$ cat src/rtl/gmdt_ram.sv
// ----------------------------------------------------------------------------
// gmdt_ram: generic simple dual-port RAM
// One write port and one read port with registered read data.
// ----------------------------------------------------------------------------
module gmdt_ram #(
   parameter int WIDTH = 8,
   parameter int DEPTH = 16
) (
   input  logic                                  clock,
   input  logic                                  wr_en,
   input  logic [((DEPTH > 1) ? $clog2(DEPTH) : 1)-1:0] wr_addr,
   input  logic [WIDTH-1:0]                      wr_data,
   input  logic [((DEPTH > 1) ? $clog2(DEPTH) : 1)-1:0] rd_addr,
   output logic [WIDTH-1:0]                      rd_data
);

   logic [WIDTH-1:0] mem [DEPTH];

   always_ff @(posedge clock) begin
      if (wr_en) begin
         mem[wr_addr] <= wr_data;
      end
      rd_data <= mem[rd_addr];
   end

endmodule

$ cat config.mk
export PLATFORM = sky130hd
export DESIGN_NAME = gmdt_ram
export DESIGN_NICKNAME = d
export VERILOG_FILES = /design/src/rtl/gmdt_ram.sv
export SDC_FILE = /design/constraint.sdc
export NUM_CORES = 1
export LEC_CHECK = 0
export BUFFER_PORTS_ARGS = -buffer_cell sky130_fd_sc_hd__clkbuf_2
export CAP_MARGIN = 20
export CORE_UTILIZATION = 33
export DETAILED_ROUTE_END_ITERATION = 10
export PLACE_DENSITY_LB_ADDON = 0.08
export SLEW_MARGIN = 0
export SYNTH_ARGS = -nofsm -noshare
export SYNTH_HDL_FRONTEND = slang
export SYNTH_SLANG_ARGS = --single-unit
$ cat constraint.sdc
create_clock -name clock -period 2 [get_ports clock]
set_clock_uncertainty 0.05 [all_clocks]
set_input_delay 0.2 -clock clock [delete_from_list [all_inputs] [get_ports clock]]
set_output_delay 0.2 -clock clock [all_outputs]
set_load 0.02 [all_outputs]
# Word level (Yosys, flattened, before mapping)
# Memory sizes are Yosys's and may differ from the RTL's. A register that Yosys moved wholly into a read port is not among the register bits.
# Index checks and enable logic that the tools add are counted.
# word_totals
register_bits	0
ramBits	128
output_inout_bits	8
wordCells	3
n_memories	1
# mem_list
name	words	word_bits	rd	rd_ports_with_merged_regs	write_ports	line	text
mem	16	8	1	1	1	17	logic [WIDTH-1:0] mem [DEPTH];
# op_classes
muxes	2
# ops
cell	count
$mux W1	2

# Depth between registers and ports, before layout
# depth
depth_word	2
mapped_depth	5
depth_no_buf	3

# Worst setup path after synthesis
# Ideal clock, no wire load.
# synth_timing
path_type	input-to-reg
startpoint	input port wr_addr[2] in the netlist's numbering
endpoint	memory mem[0][0] (enable)
setup_time_ps	383
t_arrival_ps	1310
required_ps	1567
slack_ps	257
cell_stages	2
path_cell_list	or3b_2 -> nor3_1
# synth_lines
item	line	text
start, declared	11	input logic [((DEPTH > 1) ? $clog2(DEPTH) : 1)-1:0] wr_addr,
end, declared	17	
# Straight into the memory's write port.

==> out/results.ini <==
[drt]
wl_per_cell_um = 23.5
num_vias = 2397
first_pass_iters = 6
drtAntennaViolNets = 0
drc = 0
routed_wirelength_mm = 11.5
drt_iter0_drc = 178
viasPerCell = 4.92

[global_route]
grt_overflow = 0
grt_pass1_vias = 2604
grt-busiest-layer = met2
grt_pass1_wl_mm = 17.1
gr-usage-all-layers_pct = 15.9
grt_use_met1_pct = 21.2
grt_antenna_before_repair = 0
grt_start_max_net_pins = 18
met3_usage_pct = 4.64
use_met2_pct = 24.9

[placement]
postPlaceCellArea_um2 = 5630
io_buffer_count = 25
hpwlAfterDp_mm = 7.30
place.gp.congestion = 0.665

[finish]
nFillCells = 1358
area_growth_pct = 20.9
final_nets = 304
antennaDiodeCount = 0
design_area_um2 = 6220
layout-drive-gt1-share_pct = 31.8

[clock_tree]
cts-root-buf = clkbuf_16
htree_levels = 4
cts.repair.resized = 0
cts_made_buffers = 17
ctsHoldBuffers = 0
cts_tree = done
cts.sinks = 136
post-cts-setup-buffers = 0
clk_latency_ns = 0.41
clkTransAtPathRegs_ns = 0.06
clock_path_buffers = 2

[floorplan]
core_area_um2 = 15200
die_h_um = 127
start_util_pct = 33.9
die_area_um2 = 16100
die_w_um = 127
rows = 45
ioPinCount = 26

[yosys]
syn_area_um2 = 5150
ys_ff_latch = 136
synthesis.nets = 247
ys_types = 19
syn_inst = 229
yosysWarnings = 0
avgSynthCellArea_um2 = 22.5
ys_seq_area_share_pct = 77.8

[timing]
slew_viol_final = 0
period_needed_ns = 1.40
setup_viol_count_final = 0
slew_headroom_pct = 67.9
period_share_pct = 70.2
hold_viol = 0
rsz0062_at_grt = false
fmax_mhz = 712
worstMarginPinSlew_ns = 0.482
tns_ns = 0

[status]
status = finished, final reports clean

[setup_path]
slowest_stage = mux4_1
required_ns = 2.25
max_stage_delay_ns = 0.54
critPathLaunchType = register
critical_path.endpoint_type = register
path_cells = mux4_1, a22oi_1, nand2_1
critPathMaxFanout = 1
critPathKind = register to register
ff2ff_path_depth = 3
arrival_ns = 1.65

[min_path]
hold_depth = 1
hp-class = primary input to register

[power_and_ir_drop]
powerDensity_nw_per_um2 = 1070
total_power_w = 0.00667
p_leak_nw = 2.13
vdd_ir_drop_max_v = 0.000554

[run]
maxCapViolCount = 0

## state kept, by name (all words and copies together) (netlist names)
signal,flops
mem,128
rd_data,8
## critical path: cells and delay by family, from the launching register on
| kind | cells | cell delay, ns |
|---|---|---|
| and+or+nand+nor | 1 | 0.08 |
| muxes | 1 | 0.54 |
| AOI/OAI and AO/OA | 1 | 0.25 |
| DFF | 1 | 0.36 |
## path summary, 6_finish.rpt
check | end | slack, ns | from
worst min-delay path | mem[6][5] | 0.16 | wr_data[5]
worst max register to register | rd_data[3] | 0.60 | mem[6][3]
worst max-delay path | rd_data[3] | 0.60 | mem[6][3]
worst min register to register | rd_data[5] | 0.62 | mem[15][5]
## where the power goes
part,leakage (nW),internal (W),switching (W)
Combinational,0.609,0.000134,0.000192
Sequential,1.22,0.00319,0.0000211
Clock,0.295,0.00202,0.00112
Total,2.13,0.00534,0.00133
## layout by cell type, fill, tap and decap left out
cell       instances
nand2_1            9
buf_12             3
clkbuf_16         17
a22oi_1           16
nand2b_1           2
nand3b_1           2
clkbuf_2          25
nand3_1            1
nor3_1             4
edfxtp_1         128
clkinv_2           5
buf_4             20
dfxtp_1            8
clkbuf_1           4
nor2_1            13
mux4_1            14
and2b_1            1
clkbuf_8           2
nor2b_1            1
bufinv_16          3
clkinv_4           1
mux4_2            18
or3b_2             1
and2_1             1
## cell type report
type / count / area [um2] / share of cell area, %
Clock buffer: 23 / 468 / 7.52
Clock inverter: 9 / 124 / 1.99
Timing Repair Buffer: 48 / 335 / 5.39
Tap cell: 188 / 235 / 3.78
Multi-Input combinational cell: 83 / 1060 / 17.0
Sequential cell: 136 / 4000 / 64.3
## metrics by stage
stage          utilization [%]  hold WS (ns)  cells  worst slack [ns]
2_1_floorplan                -         0.249    229             0.257
3_3_place_gp              37.0         0.570    455             0.290
3_5_place_dp              37.0         0.570    455             0.290
4_1_cts                   40.9         0.157    487             0.559
5_1_grt                   40.9         0.185    487             0.511
6_report                  40.9         0.164    487             0.596
## Yosys cell counts
cell type / n / area, um2
a22oi_1: 16 / 120
and2_1: 1 / 6.26
and2b_1: 1 / 7.51
buf_2: 3 / 15.0
buf_4: 1 / 7.51
buf_6: 3 / 33.8
clkdlybuf4s25_2: 3 / 30.0
dfxtp_1: 8 / 160
edfxtp_1: 128 / 3840
mux4_1: 14 / 368
mux4_2: 18 / 405
nand2_1: 9 / 33.8
nand2b_1: 2 / 12.5
nand3_1: 1 / 5.00
nand3b_1: 2 / 15.0
nor2_1: 13 / 48.8
nor2b_1: 1 / 6.26
nor3_1: 4 / 20.0
or3b_2: 1 / 8.76
## layer usage
metal / part of all wire (%) / vias up
met1: 45 / 1254
met3: 5.3 / 2
met4: 0.45 / 0
met2: 49 / 54
li1: - / 1087
met5: 0 / -
## cell families (layout without fill, tap and decap cells)
logic type,Yosys count,count (layout),synth area share [%]
multiplexers,32,32,15.0
buffers and inverters,10,80,1.68
AO/OA/AOI/OAI,16,16,2.33
flip-flops,136,136,77.8
AND/OR/NAND/NOR,35,35,3.18
Power figures use the tool's default switching activity.
