$ cat config.mk
export PLATFORM = sky130hd
export DESIGN_NAME = gmdt_chain
export DESIGN_NICKNAME = d
export VERILOG_FILES = /design/src/rtl/gmdt_pkg.sv /design/src/rtl/gmdt_cell.sv /design/src/rtl/gmdt_chain.sv
export SDC_FILE = /design/constraint.sdc
export NUM_CORES = 1
export LEC_CHECK = 0
export BUFFER_PORTS_ARGS = -buffer_cell sky130_fd_sc_hd__clkbuf_2
export CAP_MARGIN = 40
export CORE_MARGIN = 2
export CORE_UTILIZATION = 24
export DETAILED_ROUTE_END_ITERATION = 6
export PLACE_DENSITY_LB_ADDON = 0.25
export SLEW_MARGIN = 20
export SYNTH_ARGS = -nofsm -noshare
export SYNTH_HDL_FRONTEND = slang
export SYNTH_SLANG_ARGS = --single-unit
$ cat constraint.sdc
create_clock -name clock -period 2.45 [get_ports clock]
set_input_delay 0 -clock clock [delete_from_list [all_inputs] [get_ports clock]]
set_output_delay 0 -clock clock [all_outputs]
set_load 0.01 [all_outputs]
$ cat src/rtl/gmdt_pkg.sv
// ----------------------------------------------------------------------------
// gmdt_pkg: shared types and constants for the grid distance transform
// Grid limits, store geometry, beat payload types and small helpers.
// ----------------------------------------------------------------------------
package gmdt_pkg;

   localparam int MAX_ROWS    = 128;
   localparam int MAX_COLS    = 128;
   localparam int STORE_DEPTH = MAX_ROWS * MAX_COLS;
   localparam int ADDR_W      = (STORE_DEPTH > 1) ? $clog2(STORE_DEPTH) : 1;
   localparam int CNT_W       = $clog2(STORE_DEPTH + 1);
   localparam int MAX_DIM     = (MAX_ROWS > MAX_COLS) ? MAX_ROWS : MAX_COLS;
   localparam int DIM_W       = $clog2(MAX_DIM + 1);
   localparam int COL_IW      = (MAX_COLS > 1) ? $clog2(MAX_COLS) : 1;
   localparam int DIST_W      = $clog2(MAX_ROWS + MAX_COLS) + 1;
   localparam int CSR_AW      = 3;

   localparam logic [DIST_W-1:0] DIST_INF  = {DIST_W{1'b1}};
   localparam logic [7:0]        DIST_NONE = 8'd255;
   localparam logic [7:0]        DIST_CAP  = 8'd254;

   localparam logic CMD_LOAD  = 1'b0;
   localparam logic CMD_FETCH = 1'b1;

   localparam logic REG_ROWS = 1'b0;
   localparam logic REG_COLS = 1'b1;

   typedef struct packed {
      logic command;
      logic cell_bit;
   } req_type;

   typedef struct packed {
      logic [7:0] distance;
      logic       no_source;
      logic       last;
   } rsp_type;

   // A size of zero counts as one, and anything above the limit as the limit.
   function automatic logic [DIM_W-1:0] clamp_dim(input logic [7:0] v, input int maxv);
      logic [31:0] wide;
      wide = {24'd0, v};
      if (v == 8'd0) begin
         clamp_dim = DIM_W'(1);
      end else if (wide > 32'(maxv)) begin
         clamp_dim = DIM_W'(maxv);
      end else begin
         clamp_dim = DIM_W'(wide);
      end
   endfunction

   // Increment that sticks at the unreached marker.
   function automatic logic [DIST_W-1:0] sat_inc(input logic [DIST_W-1:0] v);
      sat_inc = (v == DIST_INF) ? DIST_INF : v + DIST_W'(1);
   endfunction

   function automatic logic [DIST_W-1:0] min2(input logic [DIST_W-1:0] a,
                                              input logic [DIST_W-1:0] b);
      min2 = (a < b) ? a : b;
   endfunction

endpackage

$ cat src/rtl/gmdt_cell.sv
// ----------------------------------------------------------------------------
// gmdt_cell: one element of the row delay chain
// Holds one distance and passes it to the next cell on every shift.
// ----------------------------------------------------------------------------
module gmdt_cell (
   input  logic                       clock,
   input  logic                       shift,
   input  logic [gmdt_pkg::DIST_W-1:0] d_in,
   output logic [gmdt_pkg::DIST_W-1:0] q_out
);
   import gmdt_pkg::*;

   logic [DIST_W-1:0] value_ff;

   always_ff @(posedge clock) begin
      if (shift) begin
         value_ff <= d_in;
      end
   end

   assign q_out = value_ff;

endmodule

$ cat src/rtl/gmdt_chain.sv
// ----------------------------------------------------------------------------
// gmdt_chain: row of cells that delays sweep results by one grid row
// The tap picks the cell that holds the value one row back.
// ----------------------------------------------------------------------------
module gmdt_chain (
   input  logic                        clock,
   input  logic                        shift,
   input  logic [gmdt_pkg::DIST_W-1:0] d_in,
   input  logic [gmdt_pkg::COL_IW-1:0] tap_sel,
   output logic [gmdt_pkg::DIST_W-1:0] tap_out
);
   import gmdt_pkg::*;

   logic [DIST_W-1:0] q [MAX_COLS];

   for (genvar i = 0; i < MAX_COLS; i++) begin : g_cell
      if (i == 0) begin : g_head
         gmdt_cell u_cell (.clock(clock), .shift(shift), .d_in(d_in), .q_out(q[i]));
      end else begin : g_body
         gmdt_cell u_cell (.clock(clock), .shift(shift), .d_in(q[i-1]), .q_out(q[i]));
      end
   end

   assign tap_out = q[tap_sel];

endmodule
-- Word level (Yosys, flattened, before mapping)
Index checks and enable logic that the tools add are counted.
- latch bits: 0
- input port bits: 18
- register bits after elaboration: 1152
- bits in writable memories: 0
- logic and storage cells: 133
- output and inout port bits: 9
- memories: 0
- ROM bits: 0
- $add $sub $neg: 0
- equal/unequal tests: 0
- shifts and indexed selects: 0
- divide/modulo/power cells: 0
- bitwise operators: 1
- multiplexer cells: 3
- reductions and logical operators: 0
- $mul: 0
- magnitude comparators: 1
- operator list (cell ; number):
    $bmux W9 S7 ; 1
    $mux W9 ; 2
    $ge A8 B8 Y1 const B ; 1
    $not A7 Y8 ; 1

-- Longest topological paths before layout
Gate-level depths: netlist of run 1.
- depth after elaboration: 4
- gate-level depth with buffers: 7

-- Modules after synthesis
From an unflattened synthesis of run 1, not the netlist that was laid out.
- cell total of the unflattened synthesis: 1624
- area total of the unflattened synthesis: 43584.3 um^2
- modules (own cells, without submodules) (module ; times used ; sequential area each (um^2) ; cells each ; area an instance (um^2)):
    gmdt_cell ; 128 ; 270.3 ; 9 ; 270.3
    gmdt_chain ; 1 ; 0.0 ; 472 ; 8991.1

-- Worst setup path after synthesis of run 1
OpenSTA, ideal clock, no wires.
- path type: input -> output
- start point: input port tap_sel[0] (netlist name)
- end point: output port tap_out[0] (netlist name)
- path slack: -0.008 ns
- buffers on the path: 2
- stages on the path: 6
- data arrival time: 2.458 ns
- path through: buf_2 -> buf_1 -> mux4_2 -> mux4_2 -> mux4_2 -> mux2_2
- word-level cells in the longest chain between the ends: 4
- ends and longest elaborated chain (element ; line ; RTL):
    start, declared ; gmdt_chain.sv:9 ; input logic [gmdt_pkg::COL_IW-1:0] tap_sel,
    $not A7 Y8 (implied by the code) ; gmdt_chain.sv:24 ; assign tap_out = q[tap_sel];
    $bmux W9 S7 ; gmdt_chain.sv:24 ;
    $mux W9 (implied by the code) (2 in series) ; gmdt_chain.sv:24 ;
    end, declared ; gmdt_chain.sv:10 ; output logic [gmdt_pkg::DIST_W-1:0] tap_out
No other way between the ends. The select of a mux whose other input is x is not followed.

-- Final worst setup path of run 1
- start point: register g_cell[0].g_head.u_cell.value_ff[3]
- end point: output port tap_out[3] (netlist name)
- word-level cells in the longest chain between the ends: 3
- ends and longest elaborated chain (element ; line ; RTL):
    start, declared ; gmdt_cell.sv:13 ; logic [DIST_W-1:0] value_ff;
    start signal, assigned ; gmdt_cell.sv:17 ; value_ff <= d_in;
    $bmux W9 S7 ; gmdt_chain.sv:24 ;
    $mux W9 (implied by the code) (2 in series) ; gmdt_chain.sv:24 ;
No other way between the ends. The select of a mux whose other input is x is not followed.

==> results.md, run 1 <==
* Clock Power Share at 0.410
* Largest family of logic cells by synthesized area: multiplexers
* Leak at 16.9 nW
* Sw Pwr at 9.45 mW
* H-tree depth at 3
* CP most frequent cell: mux4_2
* Multiplexer share of the synthesized area at 0.198
* Cells after Synth at 1624
* Critical path endpoint category: output pin
* Vias per cell at 4.21
* Post-synthesis simple-gate area fraction at 0
* Max Slew Vio Count at 0
* Synth Area in Compound Gates at 0
* XOR/XNOR share of the synthesized area at 0
* Async set or reset register ratio after synthesis at 0
* Num CTS Buffers at 119
* Sw Ratio at 0.212
* Crit path DAT at 3.14 ns
* Worst vdd ir at 571 uV
* Ys flop type: edfxtp_1
* Status: finished with violations
* Gr usage total at 0.0886
* Critical path peak fanout at 2
* Routed wire length at 83000 um
* Clock slew at reported path FFs at 0.06 ns
* Area Growth Syn to Fin at 20.0%
* Port Buffers at 26
* Slowest cell delay on critical path at 0.49 ns
* Syn avg cell area at 26.8 um^2
* Die area at 185000 um^2
* Synth cell count leaders: edfxtp_1 (1152), mux4_2 (378), clkbuf_1 (41)
* GP Congestion at 0.726
* Seq/Total Area, Yosys at 0.794
* Final Hold Fails at 0
* Hold Path Class: in -> reg
* CTS tree: built
* Yosys Warn Count at 0
* Hold path startpoint: d_in[8]
* Die W at 430 um
* Floorplan row count at 156
* R2R Setup Slk at 1.52 ns
* Final Critical Period at 3.14 ns
* CP max stage cell: mux4_2
* Layout Cells excl Fill at 4330
* Largest net degree at the start of global routing at 140
* Worst-Margin Slew at 0.813 ns
* WL/cell at 19.2 um
* Final nets at 1872
* I/O Pins at 27
* Syn_nets at 1642
* Highest Clock Rate at 0.319 GHz
* Critical path required time at 2.45 ns
* Drt first pass iters at 5
* Initial antenna violation count at 1
* RSZ-0062 raised after global routing: yes
* Total gr overflow at 0
* Ranking of synthesized cells by area: edfxtp_1 (79%), mux4_2 (20%), clkbuf_1 (0.35%)
* Mapped cell area at 43600 um^2
* Gate power share at 0.062
* TNS Setup at -5.73 ns
* Initial core utilization at 0.241
* DRC violations left at 0
* Skew-Pair Late Insertion Delay at 0.71 ns
* Clk buf depth at 3
* Core Box Area at 181000 um^2
* Startpoint types: flop
* Post-route clock period utilization at 1.28
* Max-Cap Viols at 0
* Initial DRC Count at 1736
* Failing checks: setup timing
* CP Cell Sequence: buf_6 > mux4_2 > mux4_2 > mux4_2 > mux2_4 > buf_8
* Place WS at -0.271 ns
* Dpl hpwl at 49100 um
* First-pass GRT wire length at 128000 um
* Area leader, netlist: edfxtp_1
* Clock root cell: clkbuf_16
* Antenna Diode Count at 0
* Worst Skew at 0.0151 ns
* Cell total after placement at 4068
* Layout cells sized above 1 at 0.379
* Int Pwr at 35.1 mW
* Worst r2r src: g_cell[40].g_body.u_cell.q_out[1]
* Vias at 18.2k
* CP Launch Point: g_cell[0].g_head.u_cell.q_out[3]
* Count leader, synth: edfxtp_1
* Library cells used by synthesis at 8
* CTS Sinks at 1152
* # setup viols final at 9
* EDFF count, synth at 1152
* #FFs+latches synth at 1152
* ANT nets after route at 0
* P per Cell Area at 853 nW/um^2
* WS Path Type: reg -> out
* Final worst setup slack at -0.688 ns
* Relative slew margins at 0.458
* Die H at 430 um
* Number of global-route vias before repair at 20.0k
* Top-area cell type share of the netlist area at 0.794
* Flop pwr share at 0.528
* Adder-cell share of the synthesized area at 0
[registers in the layout, indices dropped and copies added (netlist names)]
register,flops
g_cell.g_head.u_cell.q_out,9
g_cell.g_body.u_cell.q_out,1143
[per-stage QoR]
stage | instance area (um^2) | power (mW) | util | hold slack (ns)
4_1_cts | 52200 | 45.4 | 0.289 | 0.0253
5_1_grt | 52300 | 46.3 | 0.290 | 0.0475
3_5_place_dp | 48000 | 26.6 | 0.266 | 0.180
3_3_place_gp | 47900 | 26.5 | 0.265 | 0.183
2_1_floorplan | 43600 | 25.2 | - | 0.0989
6_report | 52300 | 44.6 | 0.290 | 0.0824
[critical path, delay by kind of cell (launching register included)]
kind     cells  cell delay [ns]
buf+inv      2             0.28
flops        1             0.40
mux          4             1.74
[placed cells by master (no fill, tap or decap), types with 9 or more instances in the layout]
cell and count:
buf_12 49, buf_4 104, bufinv_16 15, clkbuf_1 27, clkbuf_16 121, clkbuf_2 12, clkinv_1 23, clkinv_2 33
dlygate4sd3_1 15, edfxtp_1 1152, mux2_4 9, mux4_2 378
[area by class of cell]
type	instances	area, um^2
fill	17200	128000
clock inverter	79	806
timing repair buffer	194	2160
clock buffer	148	3130
sequential	1152	34600
tap	2370	2970
multi-input combinational	387	8650
[logic make-up after synthesis]
group	Yosys count
DFF	1152
buffers and inverters	85
muxes	387
[final timing paths]
check | end | cells past startpoint
worst max-delay path | tap_out[3] | 6
worst min-delay path | g_cell[0].g_head.u_cell.q_out[8] | 2
worst max register to register | g_cell[41].g_body.u_cell.q_out[1] | 2
worst min register to register | g_cell[127].g_body.u_cell.q_out[4] | 0
[power by group through the flow]
stage,Sequential [mW],Combinational [mW],Clock (mW)
after detailed placement,23.9,2.70,0
after global routing,23.7,2.94,19.7
after global placement,23.9,2.66,0
final,23.5,2.75,18.3
after CTS,23.6,2.79,19.0
after floorplan,23.7,1.53,0
[layer usage]
metal,track usage,routed length (um),vias up
met3,0.0155,3140,119
met1,0.116,36200,10000
met2,0.147,41600,380
met4,0.0325,2080,0
met5,0,0,-
li1,-,-,7703
[repair_timing]
action,CTS,global route
gates cloned,0,0
setup endpoints to repair,9,9
hold buffers,15,0
resized for setup,17,15
buffers inserted,15,5
endpoints found under the hold margin,210,0
Note: power is estimated with default switching activity, not from simulation.
==> inputs of run 2 (changes only) <==
--- a/config.mk
+++ b/config.mk
@@ -7,6 +7,8 @@
 export LEC_CHECK = 0
 export BUFFER_PORTS_ARGS = -buffer_cell sky130_fd_sc_hd__clkbuf_2
 export CAP_MARGIN = 40
+export CELL_PAD_IN_SITES_DETAIL_PLACEMENT = 1
+export CELL_PAD_IN_SITES_GLOBAL_PLACEMENT = 1
 export CORE_MARGIN = 2
 export CORE_UTILIZATION = 24
 export DETAILED_ROUTE_END_ITERATION = 6
==> run 2 against run 1 <==
- worst hold slack lost 0.016 ns
- the flow still finishes with violations (setup timing)
- critical endpoint is now tap_out[4]
- global-route usage up 0.66 points
- clock skew up 0.0031 ns
- fmax shrank 1.6%
==> results.md, run 2 (synthesis gave the netlist of run 1 again) <==
* Status: finished with violations
* Failing checks: setup timing
* Num CTS Buffers at 132
* Die area at 185000 um^2
* Critical path endpoint category: output pin
* Post-route clock period utilization at 1.30
* Routed wire length at 86200 um
* Critical path required time at 2.45 ns
* Worst vdd ir at 711 uV
* Worst Skew at 0.0182 ns
* Startpoint types: flop
* Largest net degree at the start of global routing at 105
* Final worst setup slack at -0.740 ns
* Crit path DAT at 3.19 ns
* Clk buf depth at 3
* Die H at 430 um
* Skew-Pair Late Insertion Delay at 0.74 ns
* Leak at 17.0 nW
* Initial antenna violation count at 1
* # setup viols final at 9
* Area Growth Syn to Fin at 20.8%
* Hold slack at 0.0666 ns
* Relative slew margins at 0.560
* Worst-Margin Slew at 0.660 ns
* Total gr overflow at 0
* GP Congestion at 0.708
* Commonest non-fill, non-tap cell in the layout: edfxtp_1
* First-pass GRT wire length at 136000 um
* Max reg flops at 1143
* Clock root cell: clkbuf_16
* M1 WL at 38100 um
* Gr usage total at 0.0952
* Port Buffers at 26
* Core Box Area at 181000 um^2
* WL/cell at 19.8 um
* Final Critical Period at 3.19 ns
* Antenna Diode Count at 0
* Met2 routed WL at 42300 um
* P per Cell Area at 858 nW/um^2
* Final Hold Fails at 0
* WS Path Type: reg -> out
* Drt first pass iters at 7
* Vias per cell at 4.17
* CTS tree: built
* Place WS at -0.273 ns
* Clock slew at reported path FFs at 0.05 ns
* Max Slew Vio Count at 0
* Register area at 34600 um^2
* Fillers at 17.8k
* Die W at 430 um
* Most frequent cells in the layout: edfxtp_1 (1152), mux4_2 (378), clkbuf_16 (135)
* Number of global-route vias before repair at 20.6k
* R2R Setup Slk at 1.50 ns
* Hold Path Class: in -> reg
* Final nets at 1902
* Top layer reached by signal wires: met5
* Floorplan row count at 156
* Footprint of the multi-input gates at 8650 um^2
* Layout cells sized above 1 at 0.381
* I/O Pins at 27
* ANT nets after route at 0
* Met3 wire length at 3550 um
* Vias at 18.1k
* Critical path peak fanout at 2
* RSZ-0062 raised after global routing: yes
* CTS Sinks at 1152
* Max-Cap Viols at 0
* Initial core utilization at 0.241
* Dpl hpwl at 50500 um
* Total power at 45.2 mW
* DRC violations left at 0
* Highest Clock Rate at 0.314 GHz
* H-tree depth at 4
* Initial DRC Count at 1316
run 2: per-layer routing:
metal | global-route usage | vias to the layer above
li1 | - | 7754
met1 | 0.128 | 9943
met2 | 0.151 | 303
met3 | 0.0228 | 142
met4 | 0.0323 | 2
met5 | 0 | -
run 2: per-stage QoR:
step | std cells | TNS, ns | utilization | area [um^2]
2_1_floorplan | 1624 | 0 | - | 43600
3_3_place_gp | 4078 | -2.21 | 0.266 | 48100
3_5_place_dp | 4079 | -2.20 | 0.266 | 48100
4_1_cts | 4347 | -7.16 | 0.291 | 52600
5_1_grt | 4356 | -7.12 | 0.292 | 52700
6_report | 4356 | -6.08 | 0.292 | 52700
run 2: final cells by class:
type | instances | area share
flip-flops and latches | 1152 | 0.657
multi-input cells | 387 | 0.164
clock buffers | 158 | 0.0658
well taps | 2370 | 0.0563
repair buffers | 211 | 0.0444
clock inverters | 78 | 0.0124
run 2: power by group:
part	leakage, nW	total, mW	internal (mW)	switching [mW]
combinational	3.75	2.79	1.54	1.25
clock	2.00	18.8	11.0	7.78
sequential	11.3	23.6	23.0	0.575
run 2: timing repair:
item                                    4_1_cts  5_1_grt
hold buffers                                 16        0
buffers inserted                             16        9
endpoints found under the setup margin        9        9
resized for setup                            13       17
hold endpoints to repair                    282        0
run 2: worst max-delay path: stages, from the launching register on:
cell	delay, ns
edfxtp_1	0.41
mux4_2	0.49
mux4_2	0.52
mux4_2	0.52
mux2_4	0.36
buf_6	0.15
run 2: worst paths after layout:
check,from,depth (start not counted),end
worst min-delay path,d_in[5],2,g_cell[0].g_head.u_cell.q_out[5]
worst min register to register,g_cell[6].g_body.u_cell.q_out[5],0,g_cell[7].g_body.u_cell.q_out[5]
worst max register to register,g_cell[120].g_body.u_cell.q_out[8],2,g_cell[121].g_body.u_cell.q_out[8]
worst max-delay path,g_cell[85].g_body.u_cell.q_out[4],5,tap_out[4]
==> inputs of run 3 (changes only) <==
--- a/config.mk
+++ b/config.mk
@@ -9,7 +9,6 @@
 export CAP_MARGIN = 40
 export CELL_PAD_IN_SITES_DETAIL_PLACEMENT = 1
 export CELL_PAD_IN_SITES_GLOBAL_PLACEMENT = 1
-export CORE_MARGIN = 2
 export CORE_UTILIZATION = 24
 export DETAILED_ROUTE_END_ITERATION = 6
 export PLACE_DENSITY_LB_ADDON = 0.25
==> run 3 against run 2 <==
- the run still ends with setup timing left
- highest routed layer is now met4
- clock power barely moved
- critical path type unchanged
- fmax is 0.90% lower
- sequential cell count unchanged
- largest power group unchanged
- cell area decreased by 0.41%
==> results.md, run 3 (synthesis gave the netlist of run 1 again) <==
* Status: finished with violations
* Failing checks: setup timing
* Critical path peak fanout at 2
* CP max stage cell: mux4_2
* Critical path endpoint category: output pin
* P per Cell Area at 862 nW/um^2
* Highest Clock Rate at 0.311 GHz
* Fillers at 17.9k
* Post-route clock period utilization at 1.31
* Floorplan row count at 156
* Startpoint types: flop
* Worst vdd ir at 638 uV
* First-pass GRT wire length at 134000 um
* TNS Setup at -6.10 ns
* Clk buf depth at 3
* RSZ-0062 raised after global routing: yes
* Dpl hpwl at 51000 um
* Total gr overflow at 0
* Routed wire length at 86200 um
* Worst-Margin Slew at 0.637 ns
* Sw Pwr at 9.81 mW
* Die H at 428 um
* DRC violations left at 0
* Drt first pass iters at 5
* Area Growth Syn to Fin at 20.3%
* Vias at 18.2k
* WS Path Type: reg -> out
* Gr usage total at 0.0953
* Initial core utilization at 0.241
* Die W at 428 um
* Vias per cell at 4.20
* Leak at 16.9 nW
* Max Slew Vio Count at 0
* Core Box Area at 181000 um^2
* Port Buffers at 26
* H-tree depth at 4
* Clock slew at reported path FFs at 0.06 ns
* Clock Power Share at 0.418
* Initial antenna violation count at 1
* Slowest cell delay on critical path at 0.52 ns
* Commonest non-fill, non-tap cell in the layout: edfxtp_1
* I/O Pins at 27
* Sw Ratio at 0.217
* Cell count of the worst reg-to-reg path at 1
* Die area at 183000 um^2
* Layout cells sized above 1 at 0.372
* Crit path DAT at 3.22 ns
* Final worst setup slack at -0.769 ns
* GP Congestion at 0.719
* Max reg flops at 1143
* ANT nets after route at 0
* CTS Sinks at 1152
* Hold slack at 0.0377 ns
* Clock root cell: clkbuf_16
* Skew-Pair Late Insertion Delay at 0.74 ns
* Hold Path Class: in -> reg
* Int Pwr at 35.4 mW
* # setup viols final at 9
* Worst Skew at 0.0246 ns
* CP Cell Sequence: mux4_2 > mux4_2 > mux4_2 > mux2_4 > buf_6
* Number of global-route vias before repair at 20.3k
* Gate power share at 0.061
* Initial DRC Count at 1361
* Flop pwr share at 0.521
* CTS tree: built
* WL/cell at 19.9 um
* Relative slew margins at 0.575
* Final nets at 1872
* Most frequent cells in the layout: edfxtp_1 (1152), mux4_2 (378), clkbuf_16 (136)
* Final Hold Fails at 0
* WHS Path Cells at 2
* Num CTS Buffers at 133
* Max-Cap Viols at 0
* Utilization after layout at 0.290
* Largest net degree at the start of global routing at 104
* Critical path required time at 2.45 ns
* CP most frequent cell: mux4_2
* Final Critical Period at 3.22 ns
[run 3: changes by cell type in the layout (fill, tap and decap cells not counted), moves of 3 or more]
cell,change
clkinv_2,+7
clkinvlp_4,-4
inv_16,+3
clkinv_1,-10
bufinv_16,-3
buf_4,-29
clkbuf_1,+12
[run 3: worst paths after layout]
check                                       end                               start  slack, ns
max                                  tap_out[7]   g_cell[32].g_body.u_cell.q_out[7]      -0.77
min            g_cell[0].g_head.u_cell.q_out[5]                             d_in[5]       0.04
max reg2reg   g_cell[33].g_body.u_cell.q_out[7]   g_cell[32].g_body.u_cell.q_out[7]       1.51
min reg2reg  g_cell[127].g_body.u_cell.q_out[0]  g_cell[126].g_body.u_cell.q_out[0]       0.43
[run 3: final cells by class]
type	count	area (um^2)	area share
diodes	1	2.50	0.0000477
clock buffers	171	3530	0.0674
clock inverters	71	621	0.0118
multi-input cells	387	8650	0.165
flip-flops and latches	1152	34600	0.660
well taps	2370	2970	0.0565
repair buffers	180	2080	0.0397
[run 3: per-layer routing]
| layer | vias up | share of wire | wire length (um) | track usage |
|---|---|---|---|---|
| li1 | 7711 | - | - | - |
| met1 | 10000 | 0.45 | 38500 | 0.129 |
| met2 | 318 | 0.49 | 42400 | 0.152 |
| met3 | 143 | 0.037 | 3160 | 0.0196 |
| met4 | 0 | 0.024 | 2100 | 0.0334 |
| met5 | - | 0 | 0 | 0 |
[run 3: worst max-delay path, delay by kind of cell, from the launching register on]
kind                   cells  cell delay, ns
buffers and inverters      1            0.13
multiplexers               4            1.84
flip-flops                 1            0.51
[run 3: repair_timing]
action	CTS	global route
hold buffers	16	0
pin swaps	0	0
endpoints found under the hold margin	183	0
endpoints found under the setup margin	9	9
buffers inserted	13	13
gates resized for setup	14	16
[run 3: power groups by stage]
stage / logic (mW) / registers, mW / clock network, mW
final: 2.75 / 23.6 / 18.9
after global routing: 2.95 / 23.7 / 20.4
after CTS: 2.79 / 23.6 / 19.7
after detailed placement: 2.71 / 23.9 / 0
after global placement: 2.66 / 23.9 / 0
after floorplan: 1.53 / 23.7 / 0
[run 3: per-stage QoR]
step                      setup slack [ns]  instance area, um^2  power [mW]  cells
after floorplan                    0.00431                43600        25.2   1624
after global placement              -0.236                47800        26.5   4046
after detailed placement            -0.244                47800        26.7   4047
after CTS                           -0.915                52300        46.1   4318
after global routing                -0.902                52400        47.0   4332
final                               -0.769                52400        45.2   4332
